<file path="src/hdl/prb_pkg.sv">
// Shared types, constants and helpers of the palette rotate-scale blitter.
package prb_pkg;

  localparam int OffsetW  = 24;
  localparam int WordW    = 32;
  localparam int ColorW   = 8;
  localparam int RgbW     = 24;
  localparam int ColW     = 12;
  localparam int ScaleW   = 4;
  localparam int RowPixW  = 14;
  localparam int IndexW   = 8;
  localparam int SrcXW    = 9;
  localparam int SrcYW    = 8;
  localparam int CfgIdxW  = 2;
  localparam int CfgDataW = 24;

  localparam int QueueDepth = 2;
  localparam int QueuePtrW  = 1;

  typedef enum logic [1:0] {
    FUNC_PIXEL   = 2'd0,
    FUNC_PALETTE = 2'd1,
    FUNC_GAMMA   = 2'd2
  } func_t;

  typedef enum logic [CfgIdxW-1:0] {
    REG_ROW_PIXELS   = 2'd0,
    REG_SCALE        = 2'd1,
    REG_BASE_OFFSET  = 2'd2,
    REG_FORMAT_10BIT = 2'd3
  } reg_index_t;

  // scale here is already clamped to 1..MAX_SCALE
  typedef struct packed {
    logic [RowPixW-1:0] row_pixels;
    logic [ScaleW-1:0]  scale;
    logic [OffsetW-1:0] base_offset;
    logic               format_10bit;
  } cfg_t;

  typedef struct packed {
    func_t             func;
    logic [IndexW-1:0] entry_index;
    logic [SrcXW-1:0]  src_x;
    logic [SrcYW-1:0]  src_y;
    logic [ColorW-1:0] red_in;
    logic [ColorW-1:0] green_in;
    logic [ColorW-1:0] blue_in;
    logic [ColorW-1:0] gamma_value;
  } item_t;

  // One expanded pixel: color word and the two partial offsets.
  typedef struct packed {
    logic [WordW-1:0]   word;
    logic [OffsetW-1:0] col_term;
    logic [OffsetW-1:0] row_base;
  } job_t;

  function automatic logic [WordW-1:0] make_word(input logic [RgbW-1:0] rgb,
                                                 input logic fmt10);
    logic [WordW-1:0] w;
    if (fmt10) begin
      w = {2'b00, rgb[23:16], 2'b00, rgb[15:8], 2'b00, rgb[7:0], 2'b00};
    end else begin
      w = {8'h00, rgb};
    end
    return w;
  endfunction

endpackage

</file>
<file path="src/hdl/prb_back.sv">
// Write expander: turn one job into scale*scale framebuffer writes.
module prb_back import prb_pkg::*; #(
  parameter int MAX_SCALE = 8
) (
  input  logic               clk,
  input  logic               rst,
  input  cfg_t               cfg,
  input  logic               job_valid,
  output logic               job_ready,
  input  job_t               job,
  output logic               out_valid,
  input  logic               out_ready,
  output logic [OffsetW-1:0] out_offset,
  output logic [WordW-1:0]   out_word,
  output logic               out_last
);

  localparam int CntW = (MAX_SCALE > 1) ? $clog2(MAX_SCALE) : 1;

  logic               active;
  logic [CntW-1:0]    sx;
  logic [CntW-1:0]    sy;
  logic [CntW-1:0]    s_last;
  logic [OffsetW-1:0] col_base;
  logic [OffsetW-1:0] col_acc;
  logic [OffsetW-1:0] row_acc;
  logic [WordW-1:0]   word;
  logic               out_free;
  logic               step;
  logic               at_end;
  logic               take;
  logic [ScaleW-1:0]  scale_m1;

  assign scale_m1  = cfg.scale - 1'b1;
  assign s_last    = scale_m1[CntW-1:0];
  assign out_free  = !out_valid || out_ready;
  assign step      = active && out_free;
  assign at_end    = (sx == s_last) && (sy == s_last);
  assign job_ready = !active || (step && at_end);
  assign take      = job_valid && job_ready;

  always_ff @(posedge clk) begin
    if (rst) begin
      active    <= 1'b0;
      out_valid <= 1'b0;
    end else begin
      if (out_free) begin
        out_valid <= active;
      end
      if (take) begin
        active <= 1'b1;
      end else if (step && at_end) begin
        active <= 1'b0;
      end
    end
  end

  always_ff @(posedge clk) begin
    if (step) begin
      out_offset <= cfg.base_offset + col_acc + row_acc;
      out_word   <= word;
      out_last   <= at_end;
    end
    if (take) begin
      sx       <= '0;
      sy       <= '0;
      col_base <= job.col_term;
      col_acc  <= job.col_term;
      row_acc  <= job.row_base;
      word     <= job.word;
    end else if (step) begin
      if (sx == s_last) begin
        // next framebuffer position inside the reversed row
        sx      <= '0;
        sy      <= sy + 1'b1;
        col_acc <= col_base;
        row_acc <= row_acc + 1'b1;
      end else begin
        sx      <= sx + 1'b1;
        col_acc <= col_acc + {{(OffsetW - RowPixW){1'b0}}, cfg.row_pixels};
      end
    end
  end

`ifndef SYNTH
  a_last_marked: assert property (@(posedge clk) disable iff (rst)
    (step && at_end) |=> (out_valid && out_last))
    else $error("final write of a pixel not marked last");

  a_hold_count: assert property (@(posedge clk) disable iff (rst)
    (active && !out_free) |=> ($stable(sx) && $stable(sy)))
    else $error("write counters moved while output stalled");
`endif

endmodule

</file>
<file path="config.mk">
export PLATFORM = sky130hd
export DESIGN_NAME = prb_back
export DESIGN_NICKNAME = d
export VERILOG_FILES = /design/src/hdl/prb_pkg.sv /design/src/hdl/prb_back.sv
export SDC_FILE = /design/constraint.sdc
export NUM_CORES = 1
export LEC_CHECK = 0
export ABC_AREA = 1
export BUFFER_PORTS_ARGS = -buffer_cell sky130_fd_sc_hd__buf_2
export CAP_MARGIN = 10
export CORE_ASPECT_RATIO = 1.4
export CORE_UTILIZATION = 30
export CTS_CLUSTER_SIZE = 12
export DETAILED_ROUTE_END_ITERATION = 8
export REMOVE_ABC_BUFFERS = 1
export SYNTH_ARGS = -nofsm -noshare
export SYNTH_HDL_FRONTEND = slang
export SYNTH_SLANG_ARGS = --single-unit
</file>
<file path="constraint.sdc">
create_clock -name clk -period 10.2 [get_ports clk]
set_input_delay 1.02 -clock clk [delete_from_list [all_inputs] [get_ports clk]]
set_output_delay 1.02 -clock clk [all_outputs]
set_load 0.005 [all_outputs]
</file>
==> reports/metrics.yaml <==
status: "finished clean"
die_x_um: 155
r2r_slack_ns: 6.83
start_util_pct: 30.4
grt_pass1_wl_um: 40400
synth_area_leaders: "edfxtp_1, nand2_1, fa_1"
crit_buf_inv: 4
clockRootBuffer: "clkbuf_16"
port_buffers: 183
boundaryPins: 186
ys_seq_elements: 169
setup_tns_ns: 0
vias_per_cell: 4.46
yosys_warnings: 0
track_usage_pct: 16.3
gr-total-overflow: 0
syn-instance-count: 1060
first_global_vias: 7767
area_growth_pct: 19.8
power.leakage_nw: 5.29
slowest_stage: "buf_4"
synthArstFlopShare_pct: 0
slew_violations: 0
period_share_pct: 39.0
drt_wl_total_um: 26100
period_minus_slack_ns: 3.97
setup_viol_count_final: 0
final_util_pct: 36.4
num-nets-final: 1443
seq_area_frac_synth_pct: 50.9
synth_top_area_cell: "edfxtp_1"
p_per_area_nw_per_um2: 208
drc: 0
hpwl_um: 20700
cp-end-kind: "register"
cpPeakStageDelay_ns: 0.77
layout_commonest_cell: "nand2_1"
postSynthAreaPerCell_um2: 9.25
rsz0062_at_grt: "false"
final_hold_viol_count: 0
synth_top_area_share_pct: 49.3
hold_ws_ns: 0.412
critPathRequiredTime_ns: 10.37
ctsHoldBuffers: 0
antenna_found_initial: 1
cts.sinks: 169
final_layout_size_suffix_gt1_share_pct: 19.8
cts-htree-levels: 4
final_cell_mix: "nand2_1, buf_2, edfxtp_1"
rr_worst_depth: 9
synth_edf_count: 161
hold_depth: 0
fillers: 3324
slew_headroom_pct: 32.1
die_area_um2: 33400
cts_tree: "done"
cts_setup_buffers: 0
start_kind: "input port"
wire_per_inst_um: 15.3
ys.flop_type: "edfxtp_1"
fmax_mhz: 252
cts_buffers: 17
worst_pin_slew_ns: 1.02
hold_end: "out_word[13]$_DFFE_PP_"
cp.arrival_ns: 4.15
die_y_um: 216
grt_max_degree: 73
cts_resized: 0
firstDrtPassIters: 5
core_area_um2: 32300
max-cap-violations: 0
clock_skew_ns: 0.0140
cp_cell_sequence: "buf_2 > inv_1 > ha_1 > xor2_1 > nand2_1 > nor2_4 > nand3_2 > nand2_2 > nand2_4 > inv_4 > buf_4 > o21ai_0"
worstHoldPathType: "reg -> reg"
rr_startpoint: "sx[0]$_SDFFE_PP0P_"
critPathKind: "in -> reg"
synth.distinct_cells: 34
critical_path.top_delay_family: "buffers and inverters"
syn_area_um2: 9810
first_iter_violations: 349
hp-start: "word[13]$_DFFE_PP_"
ant_nets: 0
place_congestion: 0.944
r2r-end: "row_acc[0]$_DFFE_PP_"
num_vias: 7607
ir_drop_uv: 124
worst-path-max-fanout: 72
clock_path_buffers: 2
path_clk_slew_ns: 0.07
clock_latency_ns: 0.45
num_rows: 78
[metrics by stage]
| stage | std cells | cell area [um2] | total power [W] | setup WS, ns |
|---|---|---|---|---|
| global placement | 1672 | 11200 | 0.00183 | 5.73 |
| finish | 1705 | 11700 | 0.00245 | 6.23 |
| floorplan | 1045 | 9680 | 0.00156 | 5.62 |
| CTS | 1704 | 11700 | 0.00248 | 6.15 |
| global route | 1705 | 11700 | 0.00264 | 5.91 |
| detailed placement | 1672 | 11200 | 0.00184 | 5.65 |
[layer usage]
layer  share of wire (%)  global-route usage (%)  vias to the layer above
met5                   0                       0                        -
met4                 2.2                    6.30                        0
met3                 3.6                    2.87                       30
met2                  53                    30.8                      184
met1                  41                    17.9                     3495
li1                    -                       -                     3898
[registers in the layout (all words and copies together) (netlist names)]
signal,cells
sx,3
out_offset,24
col_base,24
col_acc,24
word,32
out_last,1
row_acc,24
out_word,32
out_valid,1
sy,3
active,1
[synth_stat cells, types with 2 or more instances]
cell and instances:
nand2_1 348, edfxtp_1 161, inv_1 114, nor2_1 85, nand3_1 73, ha_1 40, a21oi_1 34, xor2_1 29
fa_1 25, o21ai_0 25, nand2_2 19, xnor2_1 19, nand4_1 15, nor3_1 13, dfxtp_1 8, or2_2 8
buf_6 5, o21bai_1 5, buf_2 4, clkbuf_1 4, nand3b_1 4, o211ai_1 4, o21a_1 4, a21o_1 2
a31oi_1 2, buf_12 2
[worst max path at each step]
| stage | from | to | slack [ns] | cells past startpoint |
|---|---|---|---|---|
| 2_1_floorplan | out_ready | row_acc[0]$_DFFE_PP_ | 5.62 | 8 |
| 3_3_place_gp | cfg[25] | row_acc[0]$_DFFE_PP_ | 5.73 | 12 |
| 3_5_place_dp | cfg[25] | row_acc[8]$_DFFE_PP_ | 5.65 | 12 |
| 4_1_cts | cfg[25] | row_acc[0]$_DFFE_PP_ | 6.15 | 12 |
| 5_1_grt | cfg[25] | row_acc[16]$_DFFE_PP_ | 5.91 | 12 |
| 6_report | cfg[25] | row_acc[0]$_DFFE_PP_ | 6.23 | 12 |
[report_power, final]
part | leakage [nW] | switching (W) | internal (W)
combinational | 3.42 | 0.000531 | 0.000319
clock | 0.267 | 0.000292 | 0.000341
sequential | 1.60 | 0.0000626 | 0.000903
total | 5.29 | 0.000886 | 0.00156
[layout make-up]
class	count	area (um2)	area share [%]
antenna	1	2.50	0.0213
clock buffer	18	429	3.65
clock inverter	14	138	1.17
inverter	115	434	3.70
multi-input combinational	761	4250	36.2
sequential	169	4990	42.5
tap	440	551	4.69
timing repair buffer	187	946	8.05
[kinds of logic after synthesis]
group | share of synthesized area [%]
compound gates | 4.36
simple gates | 24.5
fa+ha+maj | 10.2
buf+inv | 5.75
flops | 50.9
xor+xnor | 4.29
No activity file was read; power rests on OpenSTA's default activity.
