`src/hdl/prb_pkg.sv`:
```
// Shared types, constants and helpers of the palette rotate-scale blitter.
package prb_pkg;

  localparam int OffsetW  = 24;
  localparam int WordW    = 32;
  localparam int ColorW   = 8;
  localparam int RgbW     = 24;
  localparam int ColW     = 12;
  localparam int ScaleW   = 4;
  localparam int RowPixW  = 14;
  localparam int IndexW   = 8;
  localparam int SrcXW    = 9;
  localparam int SrcYW    = 8;
  localparam int CfgIdxW  = 2;
  localparam int CfgDataW = 24;

  localparam int QueueDepth = 2;
  localparam int QueuePtrW  = 1;

  typedef enum logic [1:0] {
    FUNC_PIXEL   = 2'd0,
    FUNC_PALETTE = 2'd1,
    FUNC_GAMMA   = 2'd2
  } func_t;

  typedef enum logic [CfgIdxW-1:0] {
    REG_ROW_PIXELS   = 2'd0,
    REG_SCALE        = 2'd1,
    REG_BASE_OFFSET  = 2'd2,
    REG_FORMAT_10BIT = 2'd3
  } reg_index_t;

  // scale here is already clamped to 1..MAX_SCALE
  typedef struct packed {
    logic [RowPixW-1:0] row_pixels;
    logic [ScaleW-1:0]  scale;
    logic [OffsetW-1:0] base_offset;
    logic               format_10bit;
  } cfg_t;

  typedef struct packed {
    func_t             func;
    logic [IndexW-1:0] entry_index;
    logic [SrcXW-1:0]  src_x;
    logic [SrcYW-1:0]  src_y;
    logic [ColorW-1:0] red_in;
    logic [ColorW-1:0] green_in;
    logic [ColorW-1:0] blue_in;
    logic [ColorW-1:0] gamma_value;
  } item_t;

  // One expanded pixel: color word and the two partial offsets.
  typedef struct packed {
    logic [WordW-1:0]   word;
    logic [OffsetW-1:0] col_term;
    logic [OffsetW-1:0] row_base;
  } job_t;

  function automatic logic [WordW-1:0] make_word(input logic [RgbW-1:0] rgb,
                                                 input logic fmt10);
    logic [WordW-1:0] w;
    if (fmt10) begin
      w = {2'b00, rgb[23:16], 2'b00, rgb[15:8], 2'b00, rgb[7:0], 2'b00};
    end else begin
      w = {8'h00, rgb};
    end
    return w;
  endfunction

endpackage

```
`src/hdl/prb_queue.sv`:
```
// Short job queue between the front end and the write expander.
module prb_queue import prb_pkg::*; (
  input  logic clk,
  input  logic rst,
  input  logic in_valid,
  output logic in_ready,
  input  job_t in_job,
  output logic out_valid,
  input  logic out_ready,
  output job_t out_job
);

  job_t                 slots [QueueDepth];
  logic [QueuePtrW-1:0] wr_ptr;
  logic [QueuePtrW-1:0] rd_ptr;
  logic [QueuePtrW:0]   count;
  logic                 push;
  logic                 pop;

  assign in_ready  = (count != (QueuePtrW + 1)'(QueueDepth));
  assign out_valid = (count != '0);
  assign out_job   = slots[rd_ptr];
  assign push      = in_valid && in_ready;
  assign pop       = out_valid && out_ready;

  always_ff @(posedge clk) begin
    if (rst) begin
      wr_ptr <= '0;
      rd_ptr <= '0;
      count  <= '0;
    end else begin
      if (push) begin
        wr_ptr <= wr_ptr + 1'b1;
      end
      if (pop) begin
        rd_ptr <= rd_ptr + 1'b1;
      end
      if (push && !pop) begin
        count <= count + 1'b1;
      end else if (pop && !push) begin
        count <= count - 1'b1;
      end
    end
  end

  always_ff @(posedge clk) begin
    if (push) begin
      slots[wr_ptr] <= in_job;
    end
  end

`ifndef SYNTH
  a_fill_up: assert property (@(posedge clk) disable iff (rst)
    (push && !pop) |=> (count == $past(count) + 1'b1))
    else $error("queue count did not rise on push");

  a_drain: assert property (@(posedge clk) disable iff (rst)
    (pop && !push) |=> (count == $past(count) - 1'b1))
    else $error("queue count did not fall on pop");
`endif

endmodule

```
`config.mk`:
```
export PLATFORM = sky130hd
export DESIGN_NAME = prb_queue
export DESIGN_NICKNAME = d
export VERILOG_FILES = /design/src/hdl/prb_pkg.sv /design/src/hdl/prb_queue.sv
export SDC_FILE = /design/constraint.sdc
export NUM_CORES = 1
export LEC_CHECK = 0
export ABC_AREA = 1
export BUFFER_PORTS_ARGS = -buffer_cell sky130_fd_sc_hd__buf_2
export CAP_MARGIN = 0
export CORE_MARGIN = 5
export CORE_UTILIZATION = 48
export CTS_BUF_LIST = sky130_fd_sc_hd__clkbuf_4 sky130_fd_sc_hd__clkbuf_8 sky130_fd_sc_hd__clkbuf_16
export CTS_CLUSTER_DIAMETER = 50
export DETAILED_ROUTE_END_ITERATION = 10
export PLACE_DENSITY = 0.73
export SLEW_MARGIN = 10
export SYNTH_ARGS = -nofsm -noshare
export SYNTH_HDL_FRONTEND = slang
export SYNTH_SLANG_ARGS = --single-unit
```
`constraint.sdc`:
```
create_clock -name clk -period 8 [get_ports clk]
set_input_delay 0.4 -clock clk [delete_from_list [all_inputs] [get_ports clk]]
set_output_delay 0.4 -clock clk [all_outputs]
set_load 0.02 [all_outputs]
```
==> flow_metrics.py, run 1 <==
metrics = {
    "run_status": {
        "status": "completed",
    },
    "clock_network": {
        "cts.sinks": 165,
        "clkLatencyLatePin_ps": 420,
        "cts_buffers": 17,
        "cts.htree.levels": 4,
        "clkSlewWorstSetupHoldPaths_ps": 60,
        "ctsHoldBuffers": 0,
        "cts_root_buf": "clkbuf_16",
        "post_cts_buffers": 0,
        "cts_tree": "done",
        "cts-resized-gates": 0,
        "max-clock-path-buffers": 2,
    },
    "yosys": {
        "yosysWarnings": 0,
        "yosysUniqueCellTypes": 13,
        "netlist.area_leader.share_pct": 74.88,
        "syn_area_sq_um": 6416,
        "synth_seq_cells": 165,
        "syn-instance-count": 286,
        "synthTopCellsByArea": "edfxtp_1, mux2_4, buf_12, dfxtp_1, nand2_1",
        "syn-num-nets": 371,
        "seq_area_frac_synth_pct": 76.44,
        "synth_area_leader_cell": "edfxtp_1",
        "syn_avg_cell_area_sq_um": 22.43,
    },
    "die": {
        "ioPinCount": 166,
        "start_util_pct": 48.64,
        "die_h_microns": 125.6,
        "fp-row-count": 42,
        "die_area_sq_um": 15780,
        "die_w_microns": 125.6,
        "core_area_sq_um": 13190,
    },
    "timing": {
        "slew_viol_final": 0,
        "setup_ws_ps": 5051,
        "min_period_over_period_pct": 36.86,
        "rsz0062_at_grt": "false",
        "max_freq_ghz": 0.3392,
        "slew_headroom_pct": 27.90,
        "whs_ps": 169.5,
        "setup_viol": 0,
        "hold_violations": 0,
        "worst_slew_pin_slew_ps": 1079,
        "skew_ps": 8.235,
        "finalSetupTns_ps": 0,
        "min_period_ps": 2949,
    },
    "worst_hold_path": {
        "hold_class": "input port to register",
    },
    "placement": {
        "hpwl_mm": 7.717,
        "dp_cells": 621,
        "port_buffers": 165,
        "preCtsSetupSlack_ps": 5411,
        "place_congestion": 0.7283,
    },
    "global_routing": {
        "grt-ovfl-total": 0,
        "grt_max_degree": 52,
        "grt_pass1_wl_mm": 17.83,
        "grtUsageTotal_pct": 14.92,
        "antenna_found_initial": 1,
        "first_global_vias": 3342,
    },
    "final_layout": {
        "layout_commonest_cell": "buf_2",
        "most-common-layout-cells": "buf_2, edfxtp_1, mux2_4, clkbuf_16, nand2_1",
        "fin_nets": 549,
        "layoutNonFillerInstCount": 653,
        "n_antenna_cell": 0,
        "syn_to_final_growth_pct": 23.46,
        "drive_gt1_share_pct": 59.12,
    },
    "worst_setup_path": {
        "criticalPathCategory": "register to output pin",
        "slowest_stage": "dfxtp_4",
        "critPathMaxFanout": 45,
        "crit_required_ps": 7600,
        "crit_path_end_kind": "output pin",
        "crit_arrival_ps": 2550,
        "critPathLaunchType": "register",
        "path_cells": "buf_4 -> mux2_4 -> buf_2",
        "cpPeakStageDelay_ps": 780,
    },
    "pwr": {
        "power_mw": 2.629,
        "p_per_area_nw_per_um2": 331.9,
        "ir_worst_vdd_mv": 0.1574,
        "p_leak_nw": 3.159,
    },
    "route": {
        "wl_per_cell_microns": 17.47,
        "drt_wl_total_mm": 11.41,
        "via_per_inst": 4.776,
        "drt-pass1-iter-count": 4,
        "ant_nets": 0,
        "drcViolationCount": 0,
        "vias": 3119,
        "drt_iter0_markers": 248,
    },
    "flow_run": {
        "cap_violations": 0,
    },
}
final timing paths:
| kind | from | end | cells past startpoint | slack (ps) |
|---|---|---|---|---|
| max | register | out_job[41] | 3 | 5050 |
| min | in_job[52] | slots[1][52] | 1 | 170 |
| max reg2reg | count[0] | slots[1][24] | 5 | 5390 |
| min reg2reg | rd_ptr | rd_ptr | 2 | 510 |
per-stage QoR:
stage	util, %	instance area (sq um)
after floorplan	-	6416
after global placement	55.59	7332
after detailed placement	55.59	7332
after CTS	60.06	7921
after global routing	60.06	7921
final	60.06	7921
flip-flops by register name, summed over array words and instances, names as in the netlist, named ones only:
name / flops
count: 2
rd_ptr: 1
slots: 160
wr_ptr: 1
Yosys cell counts (all sizes together):
cell / n
ha: 1
nand4: 1
nand3: 2
mux2: 80
buf: 9
nand2: 9
edfxtp: 160
o21ai: 2
a21oi: 2
nor2: 7
inv: 8
dfxtp: 5
area by class of cell:
cell class | instances | area [sq um]
flip-flops and latches | 165 | 4908
multi-input cells | 104 | 1325
clock inverters | 11 | 133.9
clock buffers | 21 | 455.4
fillers | 983 | 5269
well taps | 176 | 220.2
repair buffers | 168 | 848.3
inverters | 8 | 30.03
kinds of logic (layout without fill, tap and decap cells):
group / count (synthesis) / in the layout / synth area share (%)
mux: 80 / 80 / 18.72
compound gates: 4 / 4 / 0.3120
flops: 165 / 165 / 76.44
fa+ha+maj: 1 / 1 / 0.1950
simple gates: 19 / 19 / 1.190
buf+inv: 17 / 208 / 3.140
worst max-delay path: cells and delay by family, from the launching register on:
| kind | cells | cell delay [ps] |
|---|---|---|
| buffers and inverters | 2 | 920 |
| flip-flops | 1 | 780 |
| multiplexers | 1 | 360 |
routing by layer:
metal  track usage (%)  wire length [microns]  up-vias
met4             5.166                    110        2
met5                 0                     11        -
met3             7.282                   1037       13
met2             23.63                   5578      129
li1                  -                      -     1470
met1             17.91                   4670     1505
power breakdown:
part           internal [mW]  switching (mW)  total [mW]
Sequential              1.10          0.0576        1.15
Clock                  0.500           0.304       0.804
Combinational          0.299           0.374       0.673
Total                   1.89           0.736        2.63
Note: power is estimated with default switching activity, not from simulation.
==> run 2: changes to the inputs <==
==> constraint.sdc (replaced) <==
create_clock -name clk -period 3.05 [get_ports clk]
set_input_delay 0.1525 -clock clk [delete_from_list [all_inputs] [get_ports clk]]
set_output_delay 0.1525 -clock clk [all_outputs]
set_load 0.02 [all_outputs]
==> flow_metrics.py, run 2 (synthesis gave the netlist of run 1 again) <==
metrics = {
    "worst_hold_path": {
        "hold_class": "input port to register",
        "whs_endpoint": "wr_ptr",
        "hold_depth": 4,
        "min_from": "rst",
    },
    "timing": {
        "slew_headroom_pct": 67.76,
        "min_period_over_period_pct": 66.17,
        "rsz0062_at_grt": "false",
        "skew_ps": 6.201,
        "hold_violations": 0,
        "setup_viol": 0,
        "worst_slew_pin_slew_ps": 483.6,
        "whs_ps": 37.41,
        "min_period_ps": 2018,
        "max_freq_ghz": 0.4955,
        "setup_ws_ps": 1032,
        "slew_viol_final": 0,
    },
    "global_routing": {
        "grt_pass1_wl_mm": 18.39,
        "grtUsageTotal_pct": 15.16,
        "first_global_vias": 3726,
        "antenna_found_initial": 0,
        "grt_max_degree": 81,
        "grt-ovfl-total": 0,
    },
    "route": {
        "vias": 3374,
        "drcViolationCount": 0,
        "wl_per_cell_microns": 15.99,
        "drt-pass1-iter-count": 4,
        "ant_nets": 0,
        "via_per_inst": 4.590,
        "drt_wl_total_mm": 11.75,
        "drt_iter0_markers": 156,
    },
    "final_layout": {
        "layout_commonest_cell": "buf_2",
        "largest_register": "slots",
        "reg_top3": "slots (160), count (2)",
        "drive_gt1_share_pct": 50.98,
        "n_antenna_cell": 0,
        "most-common-layout-cells": "buf_2, edfxtp_1, mux2_4, dlygate4sd3_1, clkbuf_16",
        "fin_nets": 631,
        "largest_reg_flops": 160,
        "syn_to_final_growth_pct": 36.74,
        "stdcell_area_sq_um": 8773,
    },
    "clock_network": {
        "cts.sinks": 165,
        "clkSlewWorstSetupHoldPaths_ps": 60,
        "cts_buffers": 17,
        "max-clock-path-buffers": 2,
        "cts_tree": "done",
        "cts_root_buf": "clkbuf_16",
        "cts.htree.levels": 4,
        "clkLatencyLatePin_ps": 410,
    },
    "pwr": {
        "p_leak_nw": 3.505,
        "p_per_area_nw_per_um2": 794.0,
        "power_mw": 6.966,
        "ir_worst_vdd_mv": 0.5655,
    },
    "worst_setup_path": {
        "criticalPathCategory": "register to output pin",
        "worstReg2RegStart": "count[0]",
        "critPathMaxFanout": 18,
        "critPathLaunchType": "register",
        "reg2reg_to": "count[1]",
        "crit_arrival_ps": 1870,
        "reg2regPathDepth": 10,
        "r2r_setup_slack_ps": 1410,
        "crit_path_end_kind": "output pin",
        "crit_required_ps": 2900,
    },
    "die": {
        "die_area_sq_um": 15780,
        "ioPinCount": 166,
        "start_util_pct": 48.64,
        "die_w_microns": 125.6,
        "core_area_sq_um": 13190,
        "fp-row-count": 42,
        "die_h_microns": 125.6,
    },
    "run_status": {
        "status": "completed",
    },
    "placement": {
        "port_buffers": 165,
        "hpwl_mm": 7.391,
        "preCtsSetupSlack_ps": 1435,
        "place_congestion": 0.6833,
        "placed_area_sq_um": 7385,
    },
    "flow_run": {
        "cap_violations": 0,
    },
}
[run 2: changes by cell type in the layout (fill, tap and decap cells not counted)]
| cell | change |
|---|---|
| dlygate4sd3_1 | +80 |
| buf_12 | +3 |
| bufinv_16 | -1 |
| buf_4 | -1 |
| clkinvlp_4 | +2 |
| clkinv_1 | -1 |
| clkbuf_8 | +2 |
| clkinv_2 | -2 |
[run 2: per-stage QoR]
| stage | util (%) | std cells | setup TNS [ps] |
|---|---|---|---|
| floorplan | - | 286 | -28950 |
| global placement | 55.99 | 623 | 0 |
| detailed placement | 55.99 | 623 | 0 |
| CTS | 66.51 | 735 | 0 |
| global route | 66.51 | 735 | 0 |
| finish | 66.51 | 735 | 0 |
[run 2: cell type report]
| cell class | instances | area, sq um |
|---|---|---|
| Timing Repair Buffer | 250 | 1702 |
| Sequential cell | 165 | 4908 |
| Clock buffer | 23 | 483.0 |
| Multi-Input combinational cell | 104 | 1325 |
| Fill cell | 901 | 4417 |
| Inverter | 8 | 30.03 |
| Clock inverter | 9 | 105.1 |
| Tap cell | 176 | 220.2 |
[run 2: repair_timing]
item | in CTS | in global routing
hold endpoints to repair | 160 | 0
hold buffers | 80 | 0
buffers inserted | 0 | 0
resized for setup | 0 | 0
[run 2: power by group]
| group | switching [mW] | internal, mW |
|---|---|---|
| clock network | 0.795 | 1.28 |
| registers | 0.114 | 2.87 |
| logic | 1.03 | 0.875 |
| total | 1.94 | 5.02 |
[run 2: critical path: stages (launching register included)]
cell and delay [ps]:
dfxtp_4 550, buf_4 390, mux2_4 340, buf_2 160
[run 2: how the worst max path moves through the flow]
stage               cells after the start     endpoint      from  slack [ps]
global route                            3  out_job[57]  register         930
floorplan                               4  slots[0][0]  count[0]        -180
finish                                  3  out_job[58]  register        1030
CTS                                     3  out_job[58]  register         980
global placement                        3  out_job[58]  register        1470
detailed placement                      3  out_job[58]  register        1440
[run 2: layer usage]
metal  track usage (%)  wire length, microns  vias to the layer above
met4             6.441                   182                        0
met3             5.631                   845                       16
met5                 0                     0                        -
li1                  -                     -                     1637
met2             26.37                  6167                      115
met1             16.72                  4559                     1606
